<file path="config.mk">
export PLATFORM = sky130hd
export DESIGN_NAME = word_break_way_counter_top
export DESIGN_NICKNAME = d
export VERILOG_FILES = /design/src/hw/rtl/wbwc_pkg.sv /design/src/hw/rtl/word_break_way_counter_top.sv
export VERILOG_INCLUDE_DIRS = /design/src /design/src/hw/rtl
export SDC_FILE = /design/constraint.sdc
export NUM_CORES = 2
export LEC_CHECK = 0
export BUFFER_PORTS_ARGS = -buffer_cell sky130_fd_sc_hd__clkbuf_2
export CORE_AREA = 2 2 798 800
export DETAILED_ROUTE_END_ITERATION = 6
export DIE_AREA = 0 0 800 802
export HOLD_SLACK_MARGIN = 0.1
export PLACE_DENSITY_LB_ADDON = 0.25
export SYNTH_ARGS = -nofsm -noshare
export SYNTH_HDL_FRONTEND = slang
export SYNTH_MEMORY_MAX_BITS = 65536
export SYNTH_SLANG_ARGS = --single-unit
</file>
<file path="constraint.sdc">
create_clock -name clk_i -period 4.9 [get_ports clk_i]
set_input_delay 0.245 -clock clk_i [delete_from_list [all_inputs] [get_ports clk_i]]
set_output_delay 0.245 -clock clk_i [all_outputs]
set_load 0.02 [all_outputs]
</file>
<file path="src/hw/rtl/word_break_way_counter_top_assert.svh">
// Assertion macros for the word break way counter.
// Expects clk_i and rst_ni in the scope of each use.
`ifndef WORD_BREAK_WAY_COUNTER_TOP_ASSERT_SVH
`define WORD_BREAK_WAY_COUNTER_TOP_ASSERT_SVH
`ifndef NO_ASSERTIONS
`define WBWC_ASSERT(lbl, prop, msg) \
  lbl: assert property (@(posedge clk_i) disable iff (!rst_ni) (prop)) else $error(msg);
`define WBWC_ASSERT_ALWAYS(lbl, prop, msg) \
  lbl: assert property (@(posedge clk_i) (prop)) else $error(msg);
`else
`define WBWC_ASSERT(lbl, prop, msg)
`define WBWC_ASSERT_ALWAYS(lbl, prop, msg)
`endif
`endif

</file>
<file path="src/hw/rtl/wbwc_pkg.sv">
// Shared types and defaults of the word break way counter.
// No dependencies.
`timescale 1ns / 1ps
`default_nettype none
package wbwc_pkg;
  localparam int MaxWordsDef     = 16;
  localparam int MaxWordLenDef   = 16;
  localparam int MaxTargetLenDef = 64;

  typedef enum logic [1:0] {
    CMD_WORD   = 2'd0,
    CMD_TARGET = 2'd1,
    CMD_CLEAR  = 2'd2,
    CMD_NONE   = 2'd3
  } cmd_e;

  typedef struct packed {
    logic [1:0] command;
    logic [7:0] char_value;
    logic       last;
  } in_beat_t;

  typedef struct packed {
    logic [31:0] way_count;
    logic        status;
  } out_beat_t;
endpackage
`default_nettype wire

</file>
<file path="src/hw/rtl/word_break_way_counter_top.sv">
// Word break way counter, top level.
// Depends on wbwc_pkg and word_break_way_counter_top_assert.svh.
`timescale 1ns / 1ps
`default_nettype none
// Loads dictionary words and a target string one byte per beat, then counts
// how many ways the target splits into bank words (reuse allowed, mod 2^32).
// Load beats are taken only while idle. The beat that closes the target starts a
// pass over positions from the end: per position, each bank word reads its
// length (ST_LEN_RD, ST_LEN_CHK), compares byte by byte (ST_CMP_RD, ST_CMP_CHK)
// and on a full match adds the way count (ST_WAY_RD, ST_WAY_ADD); the end of the
// word scan and the write back (ST_WR) close each position, and ST_DONE loads the
// result register (held there while the output is stalled and still full). Input
// is stalled during the pass. Tables sit in synchronous memories with registered reads.
module word_break_way_counter_top #(
  parameter int MAX_WORDS      = wbwc_pkg::MaxWordsDef,
  parameter int MAX_WORD_LEN   = wbwc_pkg::MaxWordLenDef,
  parameter int MAX_TARGET_LEN = wbwc_pkg::MaxTargetLenDef
) (
  input  wire                  clk_i,
  input  wire                  rst_ni,
  input  wire                  in_valid_i,
  output logic                 in_stall_o,
  input  wbwc_pkg::in_beat_t   in_data_i,
  output logic                 out_valid_o,
  input  wire                  out_stall_i,
  output wbwc_pkg::out_beat_t  out_data_o
);
  import wbwc_pkg::*;
  `include "word_break_way_counter_top_assert.svh"

  localparam int WI = (MAX_WORDS > 1) ? $clog2(MAX_WORDS) : 1;
  localparam int WC = $clog2(MAX_WORDS + 1);
  localparam int LW = $clog2(MAX_WORD_LEN + 1);
  localparam int WD = MAX_WORDS * MAX_WORD_LEN;
  localparam int WA = (WD > 1) ? $clog2(WD) : 1;
  localparam int TI = (MAX_TARGET_LEN > 1) ? $clog2(MAX_TARGET_LEN) : 1;
  localparam int TL = $clog2(MAX_TARGET_LEN + 1);

  typedef enum logic [8:0] {
    ST_IDLE    = 9'b000000001,
    ST_LEN_RD  = 9'b000000010,
    ST_LEN_CHK = 9'b000000100,
    ST_CMP_RD  = 9'b000001000,
    ST_CMP_CHK = 9'b000010000,
    ST_WAY_RD  = 9'b000100000,
    ST_WAY_ADD = 9'b001000000,
    ST_WR      = 9'b010000000,
    ST_DONE    = 9'b100000000
  } state_e;

  // Memories
  logic [7:0]    word_mem [WD];
  logic [LW-1:0] len_mem  [MAX_WORDS];
  logic [7:0]    tgt_mem  [MAX_TARGET_LEN];
  logic [31:0]   ways_mem [MAX_TARGET_LEN];

  logic [7:0]    word_rd_q, tgt_rd_q;
  logic [LW-1:0] len_rd_q;
  logic [31:0]   ways_rd_q;

  state_e        state_q, state_d;
  logic [WC-1:0] total_q, total_d, w_q, w_d;
  logic [LW-1:0] bl_q, bl_d, k_q, k_d, len_q, len_d, bl_new;
  logic [TL-1:0] tlen_q, tlen_d, pos_q, pos_d;
  logic [31:0]   sum_q, sum_d;
  logic          ovf_q, ovf_d;
  logic          out_valid_q, out_valid_d;
  out_beat_t     out_q, out_d;

  logic          accept;
  cmd_e          cmd;
  logic          word_we, len_we, tgt_we, ways_we;
  logic [WA-1:0] word_waddr, word_raddr;
  logic [TI-1:0] tgt_raddr, ways_raddr;
  logic          at_end;

  assign in_stall_o  = (state_q != ST_IDLE);
  assign accept      = in_valid_i && !in_stall_o;
  assign cmd         = cmd_e'(in_data_i.command);
  assign out_valid_o = out_valid_q;
  assign out_data_o  = out_q;

  assign bl_new     = (int'(bl_q) < MAX_WORD_LEN) ? LW'(int'(bl_q) + 1) : bl_q;
  assign word_waddr = WA'(int'(total_q) * MAX_WORD_LEN + int'(bl_q));
  assign word_raddr = WA'(int'(w_q) * MAX_WORD_LEN + int'(k_q));
  assign tgt_raddr  = TI'(int'(pos_q) + int'(k_q));
  assign ways_raddr = TI'(int'(pos_q) + int'(len_q));
  // A match that reaches the end of the target contributes exactly one way.
  assign at_end     = (int'(pos_q) + int'(len_q)) == int'(tlen_q);

  assign word_we = accept && cmd == CMD_WORD && int'(total_q) < MAX_WORDS
                   && int'(bl_q) < MAX_WORD_LEN;
  assign len_we  = accept && cmd == CMD_WORD && int'(total_q) < MAX_WORDS
                   && in_data_i.last;
  assign tgt_we  = accept && cmd == CMD_TARGET && int'(tlen_q) < MAX_TARGET_LEN;
  assign ways_we = (state_q == ST_WR);

  always_ff @(posedge clk_i) begin
    if (word_we) word_mem[word_waddr] <= in_data_i.char_value;
    if (len_we) len_mem[total_q[WI-1:0]] <= bl_new;
    if (tgt_we) tgt_mem[tlen_q[TI-1:0]] <= in_data_i.char_value;
    if (ways_we) ways_mem[pos_q[TI-1:0]] <= sum_q;
    word_rd_q <= word_mem[word_raddr];
    len_rd_q  <= len_mem[w_q[WI-1:0]];
    tgt_rd_q  <= tgt_mem[tgt_raddr];
    ways_rd_q <= ways_mem[ways_raddr];
  end

  always_comb begin
    state_d     = state_q;
    total_d     = total_q;
    bl_d        = bl_q;
    tlen_d      = tlen_q;
    ovf_d       = ovf_q;
    w_d         = w_q;
    k_d         = k_q;
    len_d       = len_q;
    pos_d       = pos_q;
    sum_d       = sum_q;
    out_d       = out_q;
    out_valid_d = out_valid_q && out_stall_i;
    unique case (state_q)
      ST_IDLE: begin
        if (accept) begin
          unique case (cmd)
            CMD_WORD: begin
              if (int'(total_q) >= MAX_WORDS) begin
                ovf_d = 1'b1;
              end else begin
                if (int'(bl_q) >= MAX_WORD_LEN) ovf_d = 1'b1;
                bl_d = bl_new;
                if (in_data_i.last) begin
                  total_d = WC'(int'(total_q) + 1);
                  bl_d    = '0;
                end
              end
            end
            CMD_TARGET: begin
              if (int'(tlen_q) < MAX_TARGET_LEN) tlen_d = TL'(int'(tlen_q) + 1);
              else ovf_d = 1'b1;
              if (in_data_i.last) begin
                // Start the pass at the last position.
                pos_d   = (int'(tlen_q) < MAX_TARGET_LEN) ? tlen_q
                                                          : TL'(int'(tlen_q) - 1);
                w_d     = '0;
                sum_d   = '0;
                state_d = ST_LEN_RD;
              end
            end
            CMD_CLEAR: begin
              total_d = '0;
              bl_d    = '0;
              ovf_d   = 1'b0;
            end
            default: ;
          endcase
        end
      end
      ST_LEN_RD: begin
        state_d = (w_q == total_q) ? ST_WR : ST_LEN_CHK;
      end
      ST_LEN_CHK: begin
        len_d = len_rd_q;
        k_d   = '0;
        if (int'(len_rd_q) + int'(pos_q) > int'(tlen_q)) begin
          w_d     = WC'(int'(w_q) + 1);
          state_d = ST_LEN_RD;
        end else begin
          state_d = ST_CMP_RD;
        end
      end
      ST_CMP_RD: state_d = ST_CMP_CHK;
      ST_CMP_CHK: begin
        priority if (word_rd_q != tgt_rd_q) begin
          w_d     = WC'(int'(w_q) + 1);
          state_d = ST_LEN_RD;
        end else if (int'(k_q) + 1 == int'(len_q)) begin
          state_d = ST_WAY_RD;
        end else begin
          k_d     = LW'(int'(k_q) + 1);
          state_d = ST_CMP_RD;
        end
      end
      ST_WAY_RD: state_d = ST_WAY_ADD;
      ST_WAY_ADD: begin
        sum_d   = sum_q + (at_end ? 32'd1 : ways_rd_q);
        w_d     = WC'(int'(w_q) + 1);
        state_d = ST_LEN_RD;
      end
      ST_WR: begin
        if (pos_q == '0) begin
          state_d = ST_DONE;
        end else begin
          pos_d   = TL'(int'(pos_q) - 1);
          w_d     = '0;
          sum_d   = '0;
          state_d = ST_LEN_RD;
        end
      end
      ST_DONE: begin
        // Hold until the output register is free.
        if (!out_valid_q || !out_stall_i) begin
          out_d.way_count = sum_q;
          out_d.status    = ovf_q;
          out_valid_d     = 1'b1;
          ovf_d           = 1'b0;
          tlen_d          = '0;
          state_d         = ST_IDLE;
        end
      end
      default: state_d = ST_IDLE;
    endcase
  end

  always_ff @(posedge clk_i or negedge rst_ni) begin
    if (!rst_ni) begin
      state_q     <= ST_IDLE;
      total_q     <= '0;
      bl_q        <= '0;
      tlen_q      <= '0;
      ovf_q       <= 1'b0;
      w_q         <= '0;
      k_q         <= '0;
      len_q       <= '0;
      pos_q       <= '0;
      sum_q       <= '0;
      out_valid_q <= 1'b0;
    end else begin
      state_q     <= state_d;
      total_q     <= total_d;
      bl_q        <= bl_d;
      tlen_q      <= tlen_d;
      ovf_q       <= ovf_d;
      w_q         <= w_d;
      k_q         <= k_d;
      len_q       <= len_d;
      pos_q       <= pos_d;
      sum_q       <= sum_d;
      out_valid_q <= out_valid_d;
    end
  end

  always_ff @(posedge clk_i) begin
    out_q <= out_d;
  end

  `WBWC_ASSERT(a_bank_bound, int'(total_q) <= MAX_WORDS, "word count past capacity")
  `WBWC_ASSERT(a_tgt_bound, int'(tlen_q) <= MAX_TARGET_LEN, "target past capacity")
  `WBWC_ASSERT(a_pos_in_tgt, (state_q != ST_IDLE && state_q != ST_DONE) |-> pos_q < tlen_q, "position outside target")
  `WBWC_ASSERT(a_rise_from_done, $rose(out_valid_q) |-> $past(state_q == ST_DONE), "result without a pass")
  `WBWC_ASSERT(a_word_scan, state_q == ST_LEN_CHK |-> w_q < total_q, "word index past bank")
endmodule
`default_nettype wire
</file>
-- After elaboration in Yosys (flattened, before gate mapping)
Memories as Yosys holds them, arrays and structs flattened. A register that Yosys moved wholly into a read port is not among the register bits.
Index checks and enable logic that the tools add are counted.
Widths: inputs -> output; s select.
- muxes and demuxes: 61
- reduce and logical (&&, ||, !) cells: 30
- equal/unequal tests: 31
- magnitude comparators: 6
- $add $sub $neg: 13
- operators by type and width (operator ; count):
    $mux 32 ; 5
    $pmux 32 s3 ; 1
    $pmux 9 s9 ; 1
    $mux 5 ; 13
    $mux 7 ; 9
    $mux 9 ; 5
    $add 32x32->32 ; 1
    $eq 32x6->1 ; 1
    $pmux 5 s2 ; 3
    $pmux 7 s2 ; 2
    $pmux 5 s5 ; 1
    $ne 2x2->1 const B ; 12
    $reduce_and 5->1 ; 4
    $add 8x5->8 ; 2
    $add 5x1->5 const B ; 3
    $mux 1 ; 15
    $sub 7x1->7 const B ; 2
    $mux 6 ; 2
    $ge 5x5->1 const B ; 2
    $lt 5x5->1 const B ; 2
    $eq 9x1->1 const B ; 1
    $eq 9x2->1 const B ; 1
    $eq 9x3->1 const B ; 1
    $eq 9x4->1 const B ; 1
    38 further kinds ; 51
- memories kept: 4
- input port bits: 15
- bits in writable memories: 4688
- output and inout port bits: 35
- word-level logic and storage cells: 158
- register bits: 115
- memories (memory ; words ; bits a word ; read ports ; clocked after memory_dff ; wr ports ; RTL line ; source):
    ways_mem ; 64 ; 32 ; 1 ; 1 ; 1 ; word_break_way_counter_top.sv:55 ; logic [31:0] ways_mem [MAX_TARGET_LEN];
    word_mem ; 256 ; 8 ; 1 ; 1 ; 1 ; word_break_way_counter_top.sv:52 ; logic [7:0] word_mem [WD];
    tgt_mem ; 64 ; 8 ; 1 ; 1 ; 1 ; word_break_way_counter_top.sv:54 ; logic [7:0] tgt_mem [MAX_TARGET_LEN];
    len_mem ; 16 ; 5 ; 1 ; 1 ; 1 ; word_break_way_counter_top.sv:53 ; logic [LW-1:0] len_mem [MAX_WORDS];

-- Longest topological paths before layout
- depth after elaboration: 8
- gate-level depth with buffers: 20
- depth with buffers taken out: 20

-- Least setup slack after synthesis
Ideal clock, no wire load.
- path kind: reg-to-reg
- from: register pos_q[1]
- to: register sum_q[31]
- data required time: 4774 ps
- setup slack: 347 ps
- arrival: 4427 ps
- cell stages (with the launch flop): 20
- library setup time: 126 ps
- clock period less this slack: 4553 ps
- buffers on the path: 3
- path through: dfrtp_1 inv_1 fa_1 clkbuf_1 xor2_1 o311ai_0 nor3_1 o2111ai_1 clkbuf_1 and2_1 ha_1 clkbuf_1 a2111oi_0 o21ai_0 a41o_1 nand2_1 o2111ai_1 a22o_1 and2_1 a221o_1
- cells in the longest elaborated chain, start to end: 5
- elaborated cells on any way between the ends: 8
- classes of those cells: add/sub (2); eq/ne (2); mux (2); reduce/logical (2)
- RTL lines (element ; RTL line ; source):
    start, declared ; word_break_way_counter_top.sv:64 ; logic [TL-1:0] tlen_q, tlen_d, pos_q, pos_d;
    start signal, assigned ; word_break_way_counter_top.sv:237 ; pos_q <= pos_d;
    $add 7x5->8 ; word_break_way_counter_top.sv:89 ; assign at_end = (int'(pos_q) + int'(len_q)) == int'(tlen_q);
    $eq 8x7->1 ; word_break_way_counter_top.sv:89 ;
    $mux 32 ; word_break_way_counter_top.sv:186 ; sum_d = sum_q + (at_end ? 32'd1 : ways_rd_q);
    $add 32x32->32 ; word_break_way_counter_top.sv:186 ;
    $pmux 32 s3 ; word_break_way_counter_top.sv:122 ; unique case (state_q)
    end signal, assigned ; word_break_way_counter_top.sv:238 ; sum_q <= sum_d;
    end, declared ; word_break_way_counter_top.sv:65 ; logic [31:0] sum_q, sum_d;
Parallel ways exist; a longest one is shown, timed or not.
A chain may end at the register's enable or synchronous reset.

-- Worst setup path after layout
- from: register len_q[0]
- to: register sum_q[20]
- cells in the longest elaborated chain, start to end: 5
- RTL lines (element ; RTL line ; source):
    start, declared ; word_break_way_counter_top.sv:63 ; logic [LW-1:0] bl_q, bl_d, k_q, k_d, len_q, len_d, bl_new;
    start signal, assigned ; word_break_way_counter_top.sv:236 ; len_q <= len_d;
    $add 7x5->8 ; word_break_way_counter_top.sv:89 ;
    $eq 8x7->1 ; word_break_way_counter_top.sv:89 ;
    $mux 32 ; word_break_way_counter_top.sv:186 ;
    $add 32x32->32 ; word_break_way_counter_top.sv:186 ;
    $pmux 32 s3 ; word_break_way_counter_top.sv:122 ;
Every way passes these cells.

==> metrics.txt <==
outcome=complete, no violations; placed wire-length estimate=roughly 290000 um; R2R Path Start=len_q[0]$_DFFE_PN0P_; CTS tree=built; Layout Nets=9406; die width=800 um; Via density=5.038; upper clock frequency limit=212.9 MHz; leakage=68.22 nW; GP Congestion=between 0.7 and 0.8; clock buffer depth=4; post-layout util=0.3491; io pins=50; Crit Path Class=flip-flop to flip-flop; WP data arrival=5.65 ns; CP Data Required Time=between 5 and 6 ns; area delta synth->final=16.92%; Hold Fails Final Rpt=0; FF-to-FF End=sum_q[20]$_DFFE_PN0P_; Placed Instance Area=204600 sq um; worst clock skew=0.09575 ns; share of cells above drive strength 1=0.3017; total power=about 120 mW; worst-margin pin slew=about 1.3 ns; FF-to-FF setup slack=approximately 0.20 ns; Port Buffers=49; Core ar.=633900 sq um; synthesis-stage register bit count=4856; cell area after layout=221300 sq um; sequential area share after synthesis=0.7655; Post-Synth Simple-Gate Area=0.02352; Synth Warn #=0; Hold Crit Class=primary input to flip-flop; hold endpoint=out_valid_o$_DFF_PN0_; vias in the first global route=approximately 94k; dpl ws=-0.1027 ns; post-synthesis compound-gate area fraction=0.02061; fill count=around 58k; pin count of the biggest net entering global routing=144; share of flip-flops with an asynchronous set or reset=0.01689; Antenna Nets Post-Route=0; power per standard cell area=~530 nW/um^2; Tcrit/Tclk final=0.9587; Mean Syn Cell Area=22.01 sq um; hold-critical path depth=4; Worst IR Drop VDD=1.062 mV; cells after synthesis=8598; Post-synth EDFFs=4721; Worst-path clk slew=around 0.060 ns; Die ar.=641600 sq um; max cap viols=0; Synth cell types=73; initial core utilization=0.2986; 1st-iter DRT viols=9718; initial antenna violation count=37; critical path peak fanout=15; xor/xnor share of the synthesized area=0.003821; TritonCTS buffer count=477; global-route wire length before repair=720200 um; hold path startpoint=out_stall_i; Min Clock Period, post-route=4.698 ns; FF-to-FF path depth=20; Crit. End Element=flip-flop; grt ovf=0; Total Wirelength=507100 um; Clk Latency, worst-skew pair=around 1.1 ns; post-synthesis adder-cell area fraction=0.005050; die height=between 800 and 900 um; clock tree sinks=4856; final setup margin=between 0.2 and 0.25 ns; Root Driver=clkbuf_16; Post-Syn Nets=8687; final setup fails=0; GRT Total Usage=0.1539; Critical Path Source Type=flip-flop; Pre-antenna DRT Iters=6; max_slew headroom=0.1490; unrepaired setup endpoints after global routing=false; wire per inst=approximately 28 um; Synth Flop Type=edfxtp_1; main combinational cell family by area after synthesis=multiplexers; post-synthesis mux area share=0.1704; # H-tree levels=5; routed vias=91.42k; Row Count=293; Final Max Tran Viols=0; Post-Syn Area=189300 sq um; # DRC=0
state kept, by name, summed over array words and instances, names as in the netlist, 7 cells and up:
name,cells
ways_rd_q,32
tgt_mem,512
len_mem,80
word_mem,2048
tlen_q,7
tgt_rd_q,8
pos_q,7
out_data_o,33
sum_q,32
state_q,9
word_rd_q,8
ways_mem,2048
timing repair:
action | in CTS | in global routing
hold buffers | 20 | 0
endpoints found under the hold margin | 1379 | 0
buffers inserted | 0 | 1
pin swaps | 1 | 0
setup endpoints to repair | 3 | 12
resized for setup | 2 | 6
cell usage in the layout, fill, tap and decap left out, types with 66 or more instances in the layout:
| cell | count |
|---|---|
| nor2_1 | 397 |
| ha_1 | 66 |
| clkinv_2 | 93 |
| nand2_1 | 137 |
| a21oi_1 | 198 |
| clkbuf_1 | 85 |
| mux4_2 | 1369 |
| buf_12 | 72 |
| edfxtp_1 | 4721 |
| nor2b_1 | 158 |
| buf_4 | 578 |
| o21ai_0 | 75 |
| bufinv_16 | 74 |
| mux2i_1 | 136 |
| clkbuf_16 | 481 |
| clkinv_1 | 88 |
| a211oi_1 | 232 |
where the power goes:
group | total, mW | internal [mW] | switching, mW
clock | 38.4 | 22.3 | 16.1
combinational | 33.7 | 13.7 | 20.0
sequential | 46.0 | 45.7 | 0.342
cell type report:
type	count	area [sq um]	share of cell area
antenna	5	12.51	0.00005654
clock buffer	590	12690	0.05732
clock inverter	307	3735	0.01688
inverter	37	138.9	0.0006276
multi-input combinational	3228	42980	0.1942
sequential	4856	144900	0.6549
tap	8407	10520	0.04753
timing repair buffer	717	6291	0.02843
cell families after synthesis:
| group | Yosys count |
|---|---|
| DFF | 4856 |
| muxes | 1511 |
| and+or+nand+nor | 955 |
| AOI/OAI and AO/OA | 607 |
| buffers and inverters | 514 |
| xor gates and xnor gates | 81 |
| adders and majority gates | 74 |
per-stage QoR:
stage          setup TNS [ns]  std cells  hold WS [ns]
6_report                    0      18150        0.3130
3_3_place_gp          -0.1976      17220        0.3056
2_1_floorplan               0       8598      -0.05059
5_1_grt                     0      18140        0.2770
3_5_place_dp          -0.1597      17220        0.2929
4_1_cts                     0      18140        0.2036
metal layers:
layer / vias to the layer above / track usage / wire length [um]
met2: 2977 / 0.2490 / 242000
met1: 50180 / 0.2219 / 223800
met3: 636 / 0.02171 / 30420
met4: 0 / 0.03287 / 10900
met5: - / 0 / 0
li1: 37630 / - / -
critical path, stage by stage, from the launching register on:
cell and delay [ns]:
dfrtp_1 0.41, ha_4 0.15, inv_1 0.04, fa_4 0.75
xor2_1 0.15, o311ai_1 0.16, nor3_2 0.17, o2111ai_2 0.18
buf_12 0.20, nand2b_1 0.08, ha_1 0.17, inv_1 0.07
fa_1 0.42, nor2b_1 0.18, o31a_1 0.19, o31a_1 0.19
o31ai_1 0.09, nand2b_1 0.11, a41oi_1 0.18, or4b_2 0.64
nand3_1 0.12
how the worst max path moves through the flow:
stage                               startpoint                     to  slack (ns)  cells after the start
after CTS                 len_q[0]$_DFFE_PN0P_  sum_q[20]$_DFFE_PN0P_       0.005                     20
after detailed placement  len_q[0]$_DFFE_PN0P_  sum_q[31]$_DFFE_PN0P_       -0.10                     19
final                     len_q[0]$_DFFE_PN0P_  sum_q[20]$_DFFE_PN0P_        0.20                     20
after global routing      len_q[0]$_DFFE_PN0P_  sum_q[31]$_DFFE_PN0P_        0.02                     17
after floorplan           pos_q[1]$_DFFE_PN0P_  sum_q[31]$_DFFE_PN0P_        0.35                     19
after global placement    len_q[0]$_DFFE_PN0P_  sum_q[31]$_DFFE_PN0P_       -0.20                     19
synth_stat cells, types with 76 or more instances:
| cell | number | area [sq um] |
|---|---|---|
| edfxtp_1 | 4721 | 141800 |
| a21oi_1 | 200 | 1001 |
| dfrtp_1 | 81 | 2027 |
| a211oi_1 | 235 | 1764 |
| nand2_1 | 137 | 514.2 |
| nor2_1 | 461 | 1730 |
| mux2i_1 | 136 | 1361 |
| nor2b_1 | 159 | 994.7 |
| o21ai_0 | 76 | 380.4 |
| buf_1 | 88 | 330.3 |
| mux4_2 | 1369 | 30830 |
| clkbuf_1 | 301 | 1130 |
No activity file was read; power rests on OpenSTA's default activity.
